===== src/rtl/dmc_pkg.sv =====
package dmc_pkg;

    localparam int ADDR_W = 16;
    localparam int LINE_OUT_W = 9;
    localparam int CNT_W = 32;
    localparam int CFG_DATA_W = 4;
    localparam int OFF_W = 3;
    localparam int IDX_W = 4;
    localparam int SHIFT_W = 5;

    localparam logic [OFF_W-1:0] OFF_MAX = 3'd4;
    localparam logic [OFF_W-1:0] OFF_RESET = 3'd0;
    localparam logic [IDX_W-1:0] IDX_RESET = 4'd9;

    localparam logic REG_OFFSET_BITS = 1'b0;
    localparam logic REG_INDEX_BITS = 1'b1;

    typedef logic [ADDR_W-1:0] t_tag;
    typedef logic [CNT_W-1:0] t_count;

    typedef struct packed {
        logic valid;
        logic hit;
    } t_lookup_result;

endpackage


===== src/rtl/dmc_sat_counters.sv =====
module dmc_sat_counters (
    input  logic                    i_clk,
    input  logic                    i_rst_n,
    input  dmc_pkg::t_lookup_result i_result,
    output dmc_pkg::t_count         o_hit_total,
    output dmc_pkg::t_count         o_miss_total
);

    dmc_pkg::t_count r_hits;
    dmc_pkg::t_count r_misses;
    dmc_pkg::t_count n_hits;
    dmc_pkg::t_count n_misses;

    always_comb begin
        n_hits = r_hits;
        n_misses = r_misses;
        if (i_result.valid) begin
            if (i_result.hit) begin
                if (r_hits != '1) begin
                    n_hits = r_hits + dmc_pkg::CNT_W'(1);
                end
            end else begin
                if (r_misses != '1) begin
                    n_misses = r_misses + dmc_pkg::CNT_W'(1);
                end
            end
        end
    end

    always_ff @(posedge i_clk) begin
        if (!i_rst_n) begin
            r_hits <= '0;
            r_misses <= '0;
        end else begin
            r_hits <= n_hits;
            r_misses <= n_misses;
        end
    end

    assign o_hit_total = r_hits;
    assign o_miss_total = r_misses;

endmodule


===== config.mk =====
export PLATFORM = sky130hd
export DESIGN_NAME = dmc_sat_counters
export DESIGN_NICKNAME = d
export VERILOG_FILES = /design/src/rtl/dmc_pkg.sv /design/src/rtl/dmc_sat_counters.sv
export SDC_FILE = /design/constraint.sdc
export NUM_CORES = 1
export LEC_CHECK = 0
export BUFFER_PORTS_ARGS = -buffer_cell sky130_fd_sc_hd__buf_2
export CAP_MARGIN = 20
export CORE_AREA = 2 2 106 108
export DETAILED_ROUTE_END_ITERATION = 8
export DIE_AREA = 0 0 108 110
export MAX_ROUTING_LAYER = met4
export PLACE_DENSITY = 0.6
export SYNTH_ARGS = -nofsm -noshare
export SYNTH_HDL_FRONTEND = slang
export SYNTH_SLANG_ARGS = --single-unit

===== constraint.sdc =====
create_clock -name i_clk -period 4.3 [get_ports i_clk]
set_input_delay 0.645 -clock i_clk [delete_from_list [all_inputs] [get_ports i_clk]]
set_output_delay 0.645 -clock i_clk [all_outputs]
set_load 0.01 [all_outputs]

**Word-level counts from Yosys, hierarchy flattened**

Cells that the tools add are included.

- $add $sub $neg: 2
- Equal/unequal tests: 2
- Bitwise operators: 1
- Reductions and logical operators: 2

Operator list:

| cell | number |
|---|---|
| $add A32 B1 Y32 const B | 2 |
| $ne A32 B32 Y1 const B | 2 |
| $reduce_and A3 Y1 | 2 |
| $not A1 Y1 | 1 |

- Register bits after elaboration: 64
- Input port bits: 4
- Output and inout bits: 64
- Word-level logic and storage cells: 9

**Longest topological paths before layout**

Gate-level depths: netlist of run 1.

- Depth after elaboration: 2
- Depth in mapped cells: 8
- Gate-level depth less buffers: 6

**Worst setup path after synthesis of run 1**

No wires, ideal clock.

- Kind: register -> register
- From: register r_misses[0] (netlist: o_miss_total[0])
- To: register r_misses[28] (netlist: o_miss_total[28])
- Setup time: 70 ps
- Arrival time: 2223 ps
- Required time: 4230 ps
- Slack: 2007 ps
- Cell stages (with the launch flop): 8
- Path buffers: 1
- Period minus slack after synthesis: 2293 ps
- Cells stage by stage: dfxtp_1 -> ha_1 -> nand3_1 -> or3_1 -> buf_2 -> or4b_4 -> or3_1 -> a21oi_1

- Longest elaborated chain between the ends: 2
- Elaborated cells between the ends (all ways): 3
- Classes of those cells: 1 x add/sub; 1 x eq/ne; 1 x reduce/logical

Ends and longest elaborated chain:

| item | line | source |
|---|---|---|
| from (decl) | dmc_sat_counters.sv:10 | `dmc_pkg::t_count r_misses;` |
| from (signal assigned) | dmc_sat_counters.sv:36 | `r_misses <= n_misses;` |
| parallel branches: the longest is 2 deep, another holds $add A32 B1 Y32 | -- |  |

Several ways; the timed one is not identified.
A chain may end at the register's enable or synchronous reset.

**Worst setup path after layout of run 1**

- From: register r_misses[0] (netlist: o_miss_total[0])
- To: register r_misses[4] (netlist: o_miss_total[4])

The elaborated chain is that of the path after synthesis.

==> flow_summary.yaml, run 1 <==
status:
  outcome: "complete, no violations"
placement:
  portBuffers: 67
  dpl.cell_count: 597
  dp_hpwl_um: 6310
  gp_congestion: 0.774
power:
  p_sw_uw: 270
  peakVddDrop_uv: 145
  sw_frac_of_total_pct: 23.3
  powerDensity_nw_per_um2: 290
  p_leak_nw: 1.49
  seqPwrFrac_pct: 51.7
  p_int_uw: 888
  pwr-share-clk_pct: 45.0
  power.total_mw: 1.16
  p_comb_share_pct: 3.3
logic_synthesis:
  synth-async-reset-ratio_pct: 0
  yosys_warnings: 0
  synth_nets: 409
  ys_ff_latch: 64
  synth.area.mux_share_pct: 3.90
  syn-cell-area_um2: 3330
  synth_seq_area_share_pct: 38.4
  ys_types: 49
  synth-main-ff-cell: "dfxtp_1"
  synth-adder-area-share_pct: 0.751
  synth-xor-area-share_pct: 2.10
  synth_edf_count: 0
  synth_top_family_by_area: "simple AND/OR/NAND/NOR gates"
  syn-instance-count: 403
  synth.avg_cell_area_um2: 8.27
  synth-compound-area-share_pct: 17.7
  synthSimpleGateAreaFrac_pct: 34.1
grt:
  grt_pass1_vias: 2932
  grt_max_degree: 38
  antenna_found_initial: 0
  grt_pass1_wl_um: 14200
  grtUsageTotal_pct: 15.4
  grt_remaining_overflow: 0
floorplanning:
  start_util_pct: 31.2
  pin_count: 68
  fp.dieH_um: 110
  coreArea_um2: 10700
  die_area_um2: 11900
  fp.dieW_um: 108
  rows: 38
detailed_routing:
  dr_total_vias: 3297
  via_per_inst: 5.38
  dr.pass1.iters: 4
  drc: 0
  postRouteWirelength_um: 8830
  postRouteAntennaNets: 0
  avgRoutedWirePerCell_um: 14.4
  drt_iter0_markers: 145
clock_tree:
  cts_made_buffers: 9
  cts_max_level: 3
  clock-root-buffer: "clkbuf_8"
  cts_max_path_buffers: 2
  cts.clk_slew.worst_paths_ns: 0.08
  cts_tree: "built"
  clkSinkCount: 64
  clock_latency_ns: 0.34
  cts_resized: 0
  cts_hold_buf: 0
  cts_setup_buffers: 0
setup_path:
  critPathMaxFanout: 33
  critPathRequiredTime_ns: 4.57
  arrival_ns: 3.02
  crit_path_end_kind: "flip-flop"
  start_kind: "flip-flop"
  rr_worst_depth: 6
  worstSetupPathType: "flip-flop to flip-flop"
sta:
  tightest_slew_ns: 1.05
  skew_ns: 0.0115
  final.min_clock_period_ns: 2.75
  period_share_pct: 64.0
  setup_viol_count_final: 0
  relSlewSlack_pct: 29.6
  setup_tns_ns: 0
  rsz0062_at_grt: "no"
  fmax_ghz: 0.363
  slew_violations: 0
  final_hold_viol_count: 0
hold_path:
  min_path_type: "flip-flop to flip-flop"
  whs_path_depth: 2
run:
  maxCapViolCount: 0
final_layout:
  layout-drive-gt1-share_pct: 21.1
  nets: 474
  areaGrowthSynthToFinish_pct: 19.9
  n_antenna_cell: 0
  final_cells: 613
  final_core_util_pct: 37.4
[cells by family after synthesis]
family | Yosys count
simple gates | 198
compound gates | 93
flops | 64
buf+inv | 25
mux | 13
xor+xnor | 8
fa+ha+maj | 2
[cells in the mapped netlist (2+ instances only)]
cell,instances,area share (%)
buf_2,5,0.75
a21oi_1,37,5.6
and2_1,2,0.38
or4_1,13,2.9
nor4_2,2,0.75
ha_1,2,0.75
or3_1,25,4.7
mux2i_1,13,3.9
nor3_1,7,1.1
clkbuf_1,10,1.1
or2_2,4,0.75
o21ai_0,25,3.8
a211oi_1,3,0.68
xnor2_1,4,1.1
nand3_1,30,4.5
nand2_1,42,4.7
and4_1,6,1.6
nand4_2,2,0.75
nand2b_1,15,2.8
nor4_1,5,0.94
dfxtp_1,64,38
inv_1,8,0.90
o21a_1,4,0.90
o31ai_1,11,2.5
nand4_1,18,3.4
nor2_1,16,1.8
xor2_1,4,1.1
and3_1,5,0.94
[through the flow]
stage          hold WS [ns]  setup slack, ns  area (µm²)
2_1_floorplan         0.498             2.01        3330
3_3_place_gp          0.475             1.68        3800
6_report              0.493             1.55        4000
3_5_place_dp          0.483             1.58        3800
5_1_grt               0.529             1.32        4000
4_1_cts               0.498             1.55        4000
[power groups by stage]
stage               clock network (mW)  logic, mW  registers [mW]
floorplan                            0     0.0253           0.613
CTS                              0.544     0.0392           0.598
global placement                     0     0.0380           0.612
detailed placement                   0     0.0389           0.612
finish                           0.521     0.0384           0.598
global route                     0.565     0.0430           0.598
[sequential cells by signal, indices dropped and copies added, names as in the netlist]
signal / flops
o_hit_total: 32
o_miss_total: 32
[critical path, cell delays in order, from the launching register on]
cell	delay [ns]
dfxtp_1	0.40
ha_1	0.25
nand3_1	0.16
or4_4	0.59
o31ai_4	0.90
o21ai_0	0.23
a21oi_1	0.15
[layer usage]
metal  track usage (%)  part of all wire (%)
met1              18.1                    45
met2              26.1                    49
met3              4.00                   5.0
met4              4.67                  0.53
met5                 -                     0
[worst paths after layout]
check | from | end | slack (ns)
max | o_miss_total[0]$_SDFFE_PN0P_ | o_miss_total[4]$_SDFFE_PN0P_ | 1.55
min | o_miss_total[11]$_SDFFE_PN0P_ | o_miss_total[11]$_SDFFE_PN0P_ | 0.49
max reg2reg | o_miss_total[0]$_SDFFE_PN0P_ | o_miss_total[4]$_SDFFE_PN0P_ | 1.55
min reg2reg | o_miss_total[11]$_SDFFE_PN0P_ | o_miss_total[11]$_SDFFE_PN0P_ | 0.49
[layout make-up]
class	instances	area (µm²)
clock inverters	5	56.3
flip-flops and latches	64	1280
fillers	1161	6700
multi-input cells	314	1950
repair buffers	70	358
clock buffers	11	141
inverters	9	33.8
well taps	140	175
[cell usage in the layout (no fill, tap or decap), types with 3 or more instances in the layout]
cell / synthesis / routed
and4_1: 6 / 6
a21oi_1: 37 / 37
o31ai_1: 11 / 11
xor2_1: 4 / 4
o21ai_0: 25 / 25
nor4_1: 5 / 5
o21a_1: 4 / 4
inv_1: 8 / 8
mux2i_1: 13 / 13
a211oi_1: 3 / 3
nand2_1: 42 / 42
or4_1: 13 / 13
clkbuf_8: 0 / 10
buf_2: 5 / 67
nand4_1: 18 / 18
nor2_1: 16 / 16
and3_1: 5 / 5
nor3_1: 7 / 7
or2_2: 4 / 4
xnor2_1: 4 / 4
dfxtp_1: 64 / 64
nand2b_1: 15 / 15
nand3_1: 30 / 30
buf_4: 0 / 3
or3_1: 25 / 25
Power figures use the tool's default switching activity.
==> run 2, diff against run 1 <==
==> constraint.sdc (replaced) <==
create_clock -name i_clk -period 2.85 [get_ports i_clk]
set_input_delay 0.4275 -clock i_clk [delete_from_list [all_inputs] [get_ports i_clk]]
set_output_delay 0.4275 -clock i_clk [all_outputs]
set_load 0.01 [all_outputs]
==> flow_summary.yaml, run 2 (synthesis gave the netlist of run 1 again) <==
floorplanning:
  coreArea_um2: 10700
  start_util_pct: 31.2
  die_area_um2: 11900
  rows: 38
  fp.dieH_um: 110
  pin_count: 68
  fp.dieW_um: 108
clock_tree:
  cts_resized: 0
  clock-root-buffer: "clkbuf_8"
  cts_made_buffers: 9
  clkSinkCount: 64
  cts.clk_slew.worst_paths_ns: 0.08
  cts_max_level: 3
  cts_max_path_buffers: 2
  cts_setup_buffers: 0
  cts_hold_buf: 0
  cts_tree: "built"
  clock_latency_ns: 0.35
detailed_routing:
  wl_met2_um: 4350
  wl_met1_um: 4090
  postRouteWirelength_um: 9040
  drc: 0
  via_per_inst: 5.34
  dr_total_vias: 3319
  drt_iter0_markers: 183
  postRouteAntennaNets: 0
  dr.pass1.iters: 4
  avgRoutedWirePerCell_um: 14.6
  wl_met3_um: 526
  routed.top_layer: "met4"
final_layout:
  mostFrequentLayoutCell: "buf_2"
  layout-drive-gt1-share_pct: 22.5
  layout_common_cells: "67 x buf_2, 64 x dfxtp_1, 42 x nand2_1"
  n_antenna_cell: 0
  final_cells: 621
  final_core_util_pct: 38.6
  areaGrowthSynthToFinish_pct: 23.9
  nets: 482
hold_path:
  min_path_type: "flip-flop to flip-flop"
status:
  outcome: "complete, no violations"
grt:
  antenna_found_initial: 0
  grt_max_degree: 37
  grtUsageTotal_pct: 16.0
  grt_pass1_vias: 2903
  grt_pass1_wl_um: 14500
  grt_remaining_overflow: 0
sta:
  tightest_slew_ns: 0.707
  relSlewSlack_pct: 52.6
  final_hold_viol_count: 0
  fmax_ghz: 0.407
  slew_violations: 0
  setup_viol_count_final: 0
  final.min_clock_period_ns: 2.45
  layout_setup_ws_ns: 0.395
  period_share_pct: 86.1
  skew_ns: 0.0126
  setup_tns_ns: 0
  rsz0062_at_grt: "no"
setup_path:
  worstSetupPathType: "flip-flop to flip-flop"
  start_kind: "flip-flop"
  r2r_slack_ns: 0.40
  critPathMaxFanout: 9
  rr_worst_depth: 5
  timing.rr.end: "o_hit_total[19]$_SDFFE_PN0P_"
  critPathRequiredTime_ns: 3.09
  arrival_ns: 2.69
  cp-endpoint: "o_hit_total[19]$_SDFFE_PN0P_"
  crit_path_start: "o_hit_total[8]$_SDFFE_PN0P_"
  crit_path_end_kind: "flip-flop"
  r2r_start: "o_hit_total[8]$_SDFFE_PN0P_"
power:
  powerDensity_nw_per_um2: 489
  p_leak_nw: 1.56
  peakVddDrop_uv: 325
  power.total_mw: 2.02
placement:
  dp_hpwl_um: 6290
  pre_cts_ws_ns: 0.431
  gp_congestion: 0.768
  portBuffers: 67
  dpl.cell_count: 605
run:
  maxCapViolCount: 0
==> run 2: changes by cell type in the layout (fill, tap and decap cells not counted) <==
cell       before  now
clkinv_4        1    0
clkinv_2        2    0
buf_4           3   11
bufinv_16       1    4
==> run 2: power by group <==
part | switching (mW) | internal, mW
Sequential | 0.00568 | 0.897
Clock | 0.360 | 0.694
Combinational | 0.0439 | 0.0176
==> run 2: area by class of cell <==
cell class / count / area, µm²
clock inverters: 5 / 128
well taps: 140 / 175
clock buffers: 11 / 141
multi-input cells: 314 / 1950
flip-flops and latches: 64 / 1280
inverters: 9 / 33.8
repair buffers: 78 / 418
fillers: 1098 / 6570
==> run 2: worst min path at each step <==
| stage | from | to | slack [ns] | cells after the start |
|---|---|---|---|---|
| 5_1_grt | o_miss_total[6]$_SDFFE_PN0P_ | o_miss_total[6]$_SDFFE_PN0P_ | 0.53 | 2 |
| 6_report | o_miss_total[11]$_SDFFE_PN0P_ | o_miss_total[11]$_SDFFE_PN0P_ | 0.50 | 2 |
| 2_1_floorplan | o_miss_total[23]$_SDFFE_PN0P_ | o_miss_total[23]$_SDFFE_PN0P_ | 0.50 | 2 |
| 3_5_place_dp | o_miss_total[11]$_SDFFE_PN0P_ | o_miss_total[11]$_SDFFE_PN0P_ | 0.48 | 2 |
| 4_1_cts | o_miss_total[11]$_SDFFE_PN0P_ | o_miss_total[11]$_SDFFE_PN0P_ | 0.49 | 2 |
| 3_3_place_gp | o_hit_total[19]$_SDFFE_PN0P_ | o_hit_total[19]$_SDFFE_PN0P_ | 0.47 | 2 |
==> run 2: metrics by stage <==
stage               hold slack, ns  cell area [µm²]
floorplan                    0.498             3330
global placement             0.470             3860
detailed placement           0.484             3860
CTS                          0.494             4130
global route                 0.530             4130
finish                       0.497             4130
==> run 2: worst max-delay path: stages, from the launching register on <==
cell       delay [ns]
dfxtp_1          0.47
nand4_2          0.21
or4_1            0.59
a2111oi_4        0.71
nand4_1          0.21
mux2i_1          0.15
==> run 2: per-layer routing <==
metal	vias up	GRT usage, %
met1	1553	19.5
met3	8	5.17
li1	1671	-
met4	0	5.59
met5	-	-
met2	87	25.0
